==> config.mk <==
export PLATFORM = sky130hd
export DESIGN_NAME = usb_midi_tx_event_queue
export DESIGN_NICKNAME = d
export VERILOG_FILES = /design/src/hdl/usbmtx_pkg.sv /design/src/hdl/usb_midi_tx_event_queue.sv /design/src/hdl/usbmtx_ram.sv /design/src/hdl/usbmtx_out.sv /design/src/hdl/usbmtx_ctl.sv
export SDC_FILE = /design/constraint.sdc
export NUM_CORES = 1
export LEC_CHECK = 0
export BUFFER_PORTS_ARGS = -buffer_cell sky130_fd_sc_hd__clkbuf_2
export CAP_MARGIN = 5
export CORE_MARGIN = 3
export CORE_UTILIZATION = 40
export CTS_CLUSTER_DIAMETER = 50
export CTS_CLUSTER_SIZE = 24
export DETAILED_ROUTE_END_ITERATION = 7
export PLACE_DENSITY = 0.67
export SYNTH_ARGS = -nofsm -noshare
export SYNTH_HDL_FRONTEND = slang
export SYNTH_SLANG_ARGS = --single-unit
==> constraint.sdc <==
create_clock -name clk -period 5.15 [get_ports clk]
set_input_delay 0.515 -clock clk [delete_from_list [all_inputs] [get_ports clk]]
set_output_delay 0.515 -clock clk [all_outputs]
set_load 0.02 [all_outputs]
==> src/hdl/usbmtx_pkg.sv <==
package usbmtx_pkg;

  // request codes on req_type
  localparam logic [1:0] REQ_SEND     = 2'd0;
  localparam logic [1:0] REQ_COMPLETE = 2'd1;
  localparam logic [1:0] REQ_TICK     = 2'd2;

  // link status codes
  localparam logic [1:0] LINK_UNKNOWN      = 2'd0;
  localparam logic [1:0] LINK_CONNECTED    = 2'd1;
  localparam logic [1:0] LINK_DISCONNECTED = 2'd2;

  // result kinds
  localparam logic KIND_STATUS = 1'b0;
  localparam logic KIND_WORD   = 1'b1;

  // configuration register indexes
  localparam logic CFG_IN_ENDPOINT   = 1'b0;
  localparam logic CFG_TIMEOUT_LIMIT = 1'b1;

  localparam logic [3:0] IN_ENDPOINT_RESET   = 4'd1;
  localparam logic [7:0] TIMEOUT_LIMIT_RESET = 8'd10;
  localparam logic [7:0] COUNT_MAX           = 8'hFF;

  localparam int WORD_W = 32;

  typedef enum logic [2:0] {
    ST_IDLE,
    ST_EXEC,
    ST_READ,
    ST_WORD,
    ST_STATUS
  } ctl_state_t;

  // one result beat handed from the controller to the output register
  typedef struct packed {
    logic              valid;
    logic              kind;
    logic [WORD_W-1:0] word;
    logic              last;
    logic              accepted;
    logic [1:0]        link;
    logic              changed;
    logic              flushed;
  } emit_t;

endpackage

==> src/hdl/usb_midi_tx_event_queue.sv <==
// USB-MIDI IN-endpoint event queue. Send requests have their code index nibble
// replaced by the status nibble and go into a ring of QUEUE_DEPTH words held in
// one synchronous RAM (at most QUEUE_DEPTH-1 in flight; a full ring answers
// with accepted clear). Every input gives any batch words it releases, oldest
// first, then one status beat with last set. An input is taken in ST_IDLE and
// executed in ST_EXEC; each released word is read in ST_READ and given in
// ST_WORD, then the status beat in ST_STATUS; an output stall holds either.
// A new input is taken as soon as the status beat sits in the output register.
// The RAM is never cleared; the pointers ensure only written entries are read.
module usb_midi_tx_event_queue
  import usbmtx_pkg::*;
#(
  parameter int QUEUE_DEPTH = 16
) (
  input  logic              clk,
  input  logic              rst,
  input  logic              in_valid,
  output logic              in_ready,
  input  logic [1:0]        req_type,
  input  logic [WORD_W-1:0] event_word,
  input  logic [3:0]        endpoint,
  input  logic              cfg_write,
  input  logic              cfg_index,
  input  logic [7:0]        cfg_data,
  output logic              out_valid,
  input  logic              out_ready,
  output logic              kind,
  output logic [WORD_W-1:0] packet_word,
  output logic              last,
  output logic              accepted,
  output logic [1:0]        link_state,
  output logic              link_changed,
  output logic              flushed
);

  localparam int IW = (QUEUE_DEPTH > 1) ? $clog2(QUEUE_DEPTH) : 1;

  logic              ram_we;
  logic [IW-1:0]     ram_waddr;
  logic [WORD_W-1:0] ram_wdata;
  logic [IW-1:0]     ram_raddr;
  logic [WORD_W-1:0] ram_rdata;
  emit_t             emit;
  logic              emit_free;

  // queue store
  usbmtx_ram #(
    .WIDTH (WORD_W),
    .DEPTH (QUEUE_DEPTH)
  ) u_ram (
    .clk   (clk),
    .we    (ram_we),
    .waddr (ram_waddr),
    .wdata (ram_wdata),
    .raddr (ram_raddr),
    .rdata (ram_rdata)
  );

  // request sequencer and queue pointers
  usbmtx_ctl #(
    .QUEUE_DEPTH (QUEUE_DEPTH),
    .IW          (IW)
  ) u_ctl (
    .clk        (clk),
    .rst        (rst),
    .in_valid   (in_valid),
    .in_ready   (in_ready),
    .req_type   (req_type),
    .event_word (event_word),
    .endpoint   (endpoint),
    .cfg_write  (cfg_write),
    .cfg_index  (cfg_index),
    .cfg_data   (cfg_data),
    .ram_we     (ram_we),
    .ram_waddr  (ram_waddr),
    .ram_wdata  (ram_wdata),
    .ram_raddr  (ram_raddr),
    .ram_rdata  (ram_rdata),
    .emit       (emit),
    .emit_free  (emit_free)
  );

  // result beat register
  usbmtx_out u_out (
    .clk          (clk),
    .rst          (rst),
    .emit         (emit),
    .emit_free    (emit_free),
    .out_valid    (out_valid),
    .out_ready    (out_ready),
    .kind         (kind),
    .packet_word  (packet_word),
    .last         (last),
    .accepted     (accepted),
    .link_state   (link_state),
    .link_changed (link_changed),
    .flushed      (flushed)
  );

endmodule

==> src/hdl/usbmtx_ram.sv <==
module usbmtx_ram #(
  parameter int WIDTH = 32,
  parameter int DEPTH = 16
) (
  input  logic                                   clk,
  input  logic                                   we,
  input  logic [((DEPTH > 1) ? $clog2(DEPTH) : 1)-1:0] waddr,
  input  logic [WIDTH-1:0]                       wdata,
  input  logic [((DEPTH > 1) ? $clog2(DEPTH) : 1)-1:0] raddr,
  output logic [WIDTH-1:0]                       rdata
);

  logic [WIDTH-1:0] mem [DEPTH];

  // write port and registered read port
  always_ff @(posedge clk) begin
    if (we) begin
      mem[waddr] <= wdata;
    end
    rdata <= mem[raddr];
  end

endmodule

==> src/hdl/usbmtx_out.sv <==
module usbmtx_out
  import usbmtx_pkg::*;
(
  input  logic              clk,
  input  logic              rst,
  input  emit_t             emit,
  output logic              emit_free,
  output logic              out_valid,
  input  logic              out_ready,
  output logic              kind,
  output logic [WORD_W-1:0] packet_word,
  output logic              last,
  output logic              accepted,
  output logic [1:0]        link_state,
  output logic              link_changed,
  output logic              flushed
);

  assign emit_free = !out_valid || out_ready;

  // hold the beat until taken, load a new one when the slot frees
  always_ff @(posedge clk) begin
    if (rst) begin
      out_valid <= 1'b0;
    end else if (emit_free) begin
      out_valid <= emit.valid;
    end
  end

  always_ff @(posedge clk) begin
    if (emit_free && emit.valid) begin
      kind         <= emit.kind;
      packet_word  <= emit.word;
      last         <= emit.last;
      accepted     <= emit.accepted;
      link_state   <= emit.link;
      link_changed <= emit.changed;
      flushed      <= emit.flushed;
    end
  end

endmodule

==> src/hdl/usbmtx_ctl.sv <==
module usbmtx_ctl
  import usbmtx_pkg::*;
#(
  parameter int QUEUE_DEPTH = 16,
  parameter int IW = (QUEUE_DEPTH > 1) ? $clog2(QUEUE_DEPTH) : 1
) (
  input  logic              clk,
  input  logic              rst,
  input  logic              in_valid,
  output logic              in_ready,
  input  logic [1:0]        req_type,
  input  logic [WORD_W-1:0] event_word,
  input  logic [3:0]        endpoint,
  input  logic              cfg_write,
  input  logic              cfg_index,
  input  logic [7:0]        cfg_data,
  output logic              ram_we,
  output logic [IW-1:0]     ram_waddr,
  output logic [WORD_W-1:0] ram_wdata,
  output logic [IW-1:0]     ram_raddr,
  input  logic [WORD_W-1:0] ram_rdata,
  output emit_t             emit,
  input  logic              emit_free
);

  localparam logic [IW-1:0] LAST_INDEX = IW'(QUEUE_DEPTH - 1);

  ctl_state_t state, state_next;

  logic [1:0]        req;
  logic [WORD_W-1:0] word;
  logic [3:0]        ep;

  logic [3:0]    in_endpoint;
  logic [7:0]    timeout_limit;
  logic [IW-1:0] write_index, write_index_next;
  logic [IW-1:0] read_index, read_index_next;
  logic          tx_busy, tx_busy_next;
  logic [7:0]    timeout_count, timeout_count_next;
  logic [1:0]    link_status, link_status_next;
  logic          acc, acc_next;
  logic          changed, changed_next;
  logic          flush, flush_next;
  logic          start_batch;

  logic [IW-1:0] wr_inc;
  logic [IW-1:0] rd_inc;
  logic [7:0]    count_inc;

  assign wr_inc    = (write_index == LAST_INDEX) ? '0 : write_index + 1'b1;
  assign rd_inc    = (read_index == LAST_INDEX) ? '0 : read_index + 1'b1;
  assign count_inc = (timeout_count == COUNT_MAX) ? timeout_count : timeout_count + 8'd1;

  // configuration registers
  always_ff @(posedge clk) begin
    if (rst) begin
      in_endpoint   <= IN_ENDPOINT_RESET;
      timeout_limit <= TIMEOUT_LIMIT_RESET;
    end else if (cfg_write) begin
      case (cfg_index)
        CFG_IN_ENDPOINT:   in_endpoint   <= cfg_data[3:0];
        CFG_TIMEOUT_LIMIT: timeout_limit <= cfg_data;
        default: ;
      endcase
    end
  end

  // capture the input beat
  always_ff @(posedge clk) begin
    if (in_valid && in_ready) begin
      req  <= req_type;
      word <= event_word;
      ep   <= endpoint;
    end
  end

  // execute the request and advance the drain
  always_comb begin
    write_index_next   = write_index;
    read_index_next    = read_index;
    tx_busy_next       = tx_busy;
    timeout_count_next = timeout_count;
    link_status_next   = link_status;
    acc_next           = acc;
    changed_next       = changed;
    flush_next         = flush;
    start_batch        = 1'b0;
    case (state)
      ST_EXEC: begin
        acc_next     = 1'b0;
        changed_next = 1'b0;
        flush_next   = 1'b0;
        case (req)
          REQ_SEND: begin
            if (wr_inc != read_index) begin
              write_index_next = wr_inc;
              acc_next         = 1'b1;
              start_batch      = !tx_busy;
            end
          end
          REQ_COMPLETE: begin
            if (ep == in_endpoint) begin
              tx_busy_next       = 1'b0;
              timeout_count_next = '0;
              if (link_status != LINK_CONNECTED) begin
                link_status_next = LINK_CONNECTED;
                changed_next     = 1'b1;
              end
              start_batch = (read_index != write_index);
            end
          end
          REQ_TICK: begin
            if (tx_busy) begin
              timeout_count_next = count_inc;
              if (count_inc > timeout_limit) begin
                read_index_next = write_index;
                tx_busy_next    = 1'b0;
                flush_next      = 1'b1;
              end
              if (link_status != LINK_DISCONNECTED) begin
                link_status_next = LINK_DISCONNECTED;
                changed_next     = 1'b1;
              end
            end
          end
          default: ;
        endcase
        if (start_batch) begin
          tx_busy_next = 1'b1;
        end
      end
      ST_WORD: begin
        if (emit_free) begin
          read_index_next = rd_inc;
        end
      end
      default: ;
    endcase
  end

  // next state
  always_comb begin
    state_next = state;
    case (state)
      ST_IDLE: begin
        if (in_valid) begin
          state_next = ST_EXEC;
        end
      end
      ST_EXEC: state_next = start_batch ? ST_READ : ST_STATUS;
      ST_READ: state_next = ST_WORD;
      ST_WORD: begin
        if (emit_free) begin
          state_next = (rd_inc == write_index) ? ST_STATUS : ST_READ;
        end
      end
      ST_STATUS: begin
        if (emit_free) begin
          state_next = ST_IDLE;
        end
      end
      default: state_next = ST_IDLE;
    endcase
  end

  // outputs: handshake, memory access, result beats
  always_comb begin
    in_ready      = (state == ST_IDLE);
    ram_we        = (state == ST_EXEC) && (req == REQ_SEND) && (wr_inc != read_index);
    ram_waddr     = write_index;
    ram_wdata     = {word[WORD_W-1:4], word[15:12]};
    ram_raddr     = read_index;
    emit          = '0;
    case (state)
      ST_WORD: begin
        emit.valid = 1'b1;
        emit.kind  = KIND_WORD;
        emit.word  = ram_rdata;
      end
      ST_STATUS: begin
        emit.valid    = 1'b1;
        emit.kind     = KIND_STATUS;
        emit.last     = 1'b1;
        emit.accepted = acc;
        emit.link     = link_status;
        emit.changed  = changed;
        emit.flushed  = flush;
      end
      default: ;
    endcase
  end

  always_ff @(posedge clk) begin
    if (rst) begin
      state         <= ST_IDLE;
      write_index   <= '0;
      read_index    <= '0;
      tx_busy       <= 1'b0;
      timeout_count <= '0;
      link_status   <= LINK_UNKNOWN;
      acc           <= 1'b0;
      changed       <= 1'b0;
      flush         <= 1'b0;
    end else begin
      state         <= state_next;
      write_index   <= write_index_next;
      read_index    <= read_index_next;
      tx_busy       <= tx_busy_next;
      timeout_count <= timeout_count_next;
      link_status   <= link_status_next;
      acc           <= acc_next;
      changed       <= changed_next;
      flush         <= flush_next;
    end
  end

endmodule
==> impl_metrics.csv, run 1 <==
group,metric,value,unit
outcome,outcome,"finished, final reports clean",
critical_path,path_cells,"ha_1 -> nand3_1 -> nor3_2 -> mux2_2 -> ha_1 -> and3_1 -> a221oi_1 -> o21bai_1 -> a22oi_1 -> mux2_2",
critical_path,cp_max_fo,8,
detailed_routing,num_vias,10500,
cts,tritoncts,"done",
sta,hold_viol,0,
yosys,ys_ff_latch,583,
cells_and_area,drive_above_1_share,29.1,%
sta,worstMarginPinSlew,1.07,ns
sta,finalClockSkew,0.0181,ns
critical_path,startpoint,"u_ctl.timeout_count[0]",
critical_path,critPathArrivalTime,4.22,ns
power,ir_worst_vdd,0.191,mV
yosys,synthDistinctLibCells,62,
detailed_routing,postRouteWirelength,44.6,mm
placement,placed_cells,1881,
yosys,synthFlopType,"edfxtp_1",
power,power,9.16,mW
detailed_routing,vias_per_cell,5.35,
floorplanning,die_area,0.0585,sq mm
cts,htree_levels,2,
sta,slew_violations,0,
critical_path,crit_path_start_kind,"flop",
cts,cts.root.buffer_cell,"clkbuf_16",
detailed_routing,drt_first_pass_iters,5,
detailed_routing,postRouteAntennaNets,0,
cells_and_area,final_cell_mix,"edfxtp_1 (517), mux4_2 (140), clkbuf_2 (88), dfxtp_1 (62), clkbuf_16 (45)",
sta,period_share,72.8,%
cts,post_cts.resized_instances,0,
critical_path,path_class,"reg2reg",
global_route,grt_max_degree,119,
critical_path,cp_top_family,"simple AND/OR/NAND/NOR gates",
floorplanning,pin_count,93,
yosys,synth_nets,1155,
placement,gp_congestion,0.769,
global_route,grt_pass1_vias,10800,
yosys,synth-edff-count,517,
cts,numClockSinks,583,
detailed_routing,wl_per_cell,22.7,microns
critical_path,cpPeakStageDelay,0.54,ns
floorplanning,die_h,242,microns
min_path,hold_start,"endpoint[2]",
placement,io_buffers,88,
floorplanning,start_util,40.9,%
power,power_density,364,mW/mm^2
cells_and_area,multi_input_area,0.00509,sq mm
global_route,overflow,0,
cts,clk_path_buf_depth,3,
sta,fmax,267,MHz
floorplanning,fp-row-count,85,
global_route,antenna_found_initial,0,
sta,holdWs,0.108,ns
critical_path,critPathCaptureType,"flop",
global_route,grt_pass1_wl,68.3,mm
critical_path,cp_slowest_cell,"nor3_2",
critical_path,r2r_start,"u_ctl.timeout_count[0]",
sta,setup_viol,0,
critical_path,worst-path-buf-inv,0,
sta,relSlewSlack,28.4,%
sta,final.setup.tns,0,ns
yosys,async_reset_ff_share,0,%
sta,fin_crit,3.75,ns
cts,cts_buffers,43,
cells_and_area,seq_area,0.0169,sq mm
cts,insertion_delay,0.59,ns
min_path,hold_class,"in2reg",
yosys,syn_area_per_cell,20.5,sq um
yosys,syn_inst,1086,
sta,rsz0062_at_grt,"no",
run,cap_violations,0,
cts,path_clk_slew,0.08,ns
power,p_leak,8.03,nW
yosys,seq_area_frac_synth,75.7,%
critical_path,critPathRequiredTime,5.62,ns
placement,hpwl,24.1,mm
detailed_routing,first_iter_violations,1029,
yosys,ys_warn_count,0,
cells_and_area,fill_cells,4560,
cts,cts_hold_buf,0,
cells_and_area,fin_cells,1960,
floorplanning,die_w,242,microns
cts,post_cts_buffers,0,
global_route,track_usage,15.4,%
detailed_routing,drc,0,
cells_and_area,syn_to_final_growth,13.2,%
cells_and_area,layout_commonest_cell,"edfxtp_1",
yosys,synth_area,0.0222,sq mm
floorplanning,coreArea,0.0545,sq mm
cells_and_area,nNetsFinal,1256,
## registers in the layout (all words and copies together) (netlist names), 2 cells and up
signal	count
u_ctl.req	2
u_ctl.ram_waddr	4
u_ctl.word	28
u_ram.rdata	28
u_ctl.timeout_limit	8
u_ram.mem	448
u_ctl.state	3
u_ctl.in_endpoint	4
u_ctl.timeout_count	8
u_ctl.ram_raddr	4
u_out.packet_word	28
u_ctl.ep	4
u_out.link_state	2
u_ctl.link_status	2
## routing by layer
layer  up-vias  part of all wire (%)  track usage, %
met3        60                   5.0            3.22
met2       241                    50            25.9
met1      5576                    43            20.7
li1       4616                     -               -
met5         -                     0               0
met4         0                   2.0            3.62
## Yosys cell counts, drive strengths merged, types with 17 or more instances
master	count	share of area (%)
inv	21	0.35
and3	18	0.51
mux4	140	14
dfxtp	66	5.9
ha	17	0.96
edfxtp	517	70
nand2	40	0.67
clkbuf	21	0.35
and2	37	1.0
nor2	31	0.53
a21oi	23	0.52
buf	33	0.80
## path summary, 6_finish.rpt
| path | slack (ns) | endpoint | cells after the start |
|---|---|---|---|
| worst min-delay path | 0.11 | u_ctl.ep[2] | 1 |
| worst max register to register | 1.40 | u_ctl.ram_raddr[1] | 10 |
| worst max-delay path | 1.40 | u_ctl.ram_raddr[1] | 10 |
| worst min register to register | 0.46 | u_ctl.acc | 2 |
## power by group
group          leakage (nW)  internal [mW]  switching [mW]
sequential             5.21           5.22          0.0814
clock                 0.765           1.84            1.84
combinational          2.06         0.0606           0.119
total                  8.03           7.12            2.04
## cell families after synthesis
| logic type | count (synthesis) | share of synthesized area (%) |
|---|---|---|
| AO/OA/AOI/OAI | 73 | 2.35 |
| XOR/XNOR | 16 | 0.697 |
| adder cells (fa/ha/maj) | 17 | 0.956 |
| buffers and inverters | 75 | 1.51 |
| flip-flops | 583 | 75.7 |
| multiplexers | 150 | 14.7 |
| AND/OR/NAND/NOR | 172 | 4.12 |
## per-stage QoR
stage               utilization (%)  instance area, sq um  worst slack, ns
floorplan                         -                 22200            0.502
global placement               43.3                 23600             1.50
detailed placement             43.3                 23600             1.42
CTS                            46.2                 25200             1.41
global route                   46.2                 25200             1.14
finish                         46.2                 25200             1.40
## worst reg2reg max path: cells and delay by family, from the launching register on
family                   cells  cell delay, ns
AO/OA/AOI/OAI                3            0.86
adder cells (fa/ha/maj)      2            0.51
multiplexers                 2            0.81
flip-flops                   1            0.47
AND/OR/NAND/NOR              3            0.99
## final cells by class
type,instances,share of cell area (%)
diodes,1,0.00994
clock buffers,45,4.47
clock inverters,33,1.78
inverters,21,0.313
multi-input cells,428,20.2
flip-flops and latches,583,67.0
well taps,739,3.67
repair buffers,110,2.55
Power figures use the tool's default switching activity.
==> inputs of run 2 (changes only) <==
PLACE_DENSITY = 0.69   (was 0.67)
clock period = 3.3 ns   (was 5.15 ns; I/O delays follow)
==> impl_metrics.csv, run 2 (synthesis gave the netlist of run 1 again) <==
group,metric,value,unit
critical_path,cpPeakStageDelay,0.39,ns
power,p_leak,8.45,nW
sta,relSlewSlack,45.2,%
min_path,hold_path_depth,5,
critical_path,cp_top_family,"simple AND/OR/NAND/NOR gates",
global_route,grt_max_degree,117,
sta,rsz0062_at_grt,"no",
critical_path,crit_path_start_kind,"flop",
floorplanning,fp-row-count,85,
critical_path,path_depth,13,
sta,slew_violations,0,
critical_path,rr_worst_depth,13,
detailed_routing,vias_per_cell,5.25,
cells_and_area,multi_input_area,0.00512,sq mm
critical_path,critPathCaptureType,"flop",
cells_and_area,layout_commonest_cell,"edfxtp_1",
power,switching_power,3.39,mW
cells_and_area,largest_reg_flops,448,
cts,htree_levels,2,
sta,fin_crit,3.04,ns
power,sequentialPowerShare,55.3,%
floorplanning,die_h,242,microns
sta,worstMarginPinSlew,0.820,ns
critical_path,path_cells,"ha_1 -> nand3_1 -> nor3_2 -> buf_4 -> nor3_1 -> or2_2 -> ha_1 -> a21oi_1 -> o21ai_0 -> o21bai_1 -> a22oi_1 -> buf_4 -> mux2_2",
cts,numClockSinks,583,
detailed_routing,drt_first_pass_iters,5,
placement,io_buffers,88,
power,power,15.0,mW
cts,cts_buffers,51,
cells_and_area,post-route-cell-area,0.0262,sq mm
cts,cts.root.buffer_cell,"clkbuf_16",
detailed_routing,num_vias,10700,
detailed_routing,postRouteAntennaNets,0,
cells_and_area,drive_above_1_share,29.9,%
cells_and_area,utilization,48.1,%
global_route,overflow,0,
floorplanning,coreArea,0.0545,sq mm
floorplanning,die_area,0.0585,sq mm
cts,clk_path_buf_depth,3,
cells_and_area,diodes,0,
detailed_routing,first_iter_violations,847,
floorplanning,die_w,242,microns
power,power_density,572,mW/mm^2
power,swShare,22.6,%
run,cap_violations,0,
placement,hpwl,24.2,mm
global_route,track_usage,15.6,%
cells_and_area,fill_cells,4476,
critical_path,critPathArrivalTime,3.52,ns
critical_path,cp_max_fo,7,
cts,path_clk_slew,0.06,ns
sta,hold_viol,0,
power,clkPwrFrac,42.5,%
cells_and_area,syn_to_final_growth,17.7,%
critical_path,path_class,"reg2reg",
critical_path,worst-path-buf-inv,2,
sta,fmax,329,MHz
detailed_routing,wl_per_cell,22.1,microns
sta,finalClockSkew,0.0323,ns
floorplanning,start_util,40.9,%
critical_path,critPathRequiredTime,3.78,ns
cells_and_area,nNetsFinal,1321,
global_route,antenna_found_initial,0,
sta,period_share,92.2,%
cts,insertion_delay,0.62,ns
outcome,outcome,"finished, final reports clean",
sta,holdWs,0.153,ns
sta,setup_viol,0,
detailed_routing,drc,0,
detailed_routing,postRouteWirelength,44.9,mm
placement,place_area,0.0239,sq mm
global_route,grt_pass1_vias,11100,
cells_and_area,final_cell_mix,"edfxtp_1 (517), mux4_2 (140), clkbuf_2 (88), dfxtp_1 (61), clkbuf_16 (52)",
min_path,hold_class,"in2reg",
placement,gp_congestion,0.811,
critical_path,cp_slowest_cell,"dfxtp_2",
cells_and_area,seq_area,0.0169,sq mm
cts,tritoncts,"done",
power,internal_power,11.6,mW
power,comb_power_share,2.2,%
power,ir_worst_vdd,0.393,mV
cells_and_area,top_register,"u_ram.mem",
floorplanning,pin_count,93,
global_route,grt_pass1_wl,69.5,mm
## run 2: per-layer routing
layer  up-vias  GRT usage, %  part of all wire, %
met5         -             0                    0
met1      5544          21.8                   43
met4         0          4.44                  2.2
met3        69          2.68                  5.6
li1       4759             -                    -
met2       313          25.5                   49
## run 2: power groups by stage
stage	clock network (mW)	registers, mW	logic, mW
2_1_floorplan	0	8.42	0.142
3_3_place_gp	0	8.43	0.293
3_5_place_dp	0	8.45	0.297
4_1_cts	6.54	8.28	0.336
5_1_grt	6.84	8.30	0.363
6_report	6.37	8.28	0.330
## run 2: final timing paths
path / from / to / slack, ns
max: u_ctl.timeout_count[0] / u_ctl.ram_raddr[0] / 0.26
min: in_valid / u_ctl.state[0] / 0.15
max reg2reg: u_ctl.timeout_count[0] / u_ctl.ram_raddr[0] / 0.26
min reg2reg: u_ctl.acc / u_ctl.acc / 0.45
## run 2: what timing repair did
| action | CTS | global route |
|---|---|---|
| hold buffers | 42 | 0 |
| gates resized for setup | 0 | 2 |
| hold endpoints to repair | 44 | 0 |
| setup buffers | 0 | 0 |
| endpoints found under the setup margin | 0 | 3 |
## run 2: final cells by class
class                      count  share of cell area [%]
multi-input combinational    428                    19.6
inverter                      21                   0.301
timing repair buffer         167                    5.11
tap                          739                    3.53
clock inverter                41                    2.02
sequential                   583                    64.4
clock buffer                  55                    5.05
## run 2: worst min-delay path, delay by kind of cell
family / cells / cell delay [ns]
AND/OR/NAND/NOR: 3 / 0.17
AO/OA/AOI/OAI: 1 / 0.10
buffers and inverters: 1 / 0.09
## run 2: through the flow
stage	TNS (ns)	worst slack [ns]	std cells
floorplan	-10.40	-0.186	1086
global placement	0	0.221	1896
detailed placement	0	0.153	1896
global route	0	0.0322	2034
CTS	0	0.128	2034
finish	0	0.256	2034
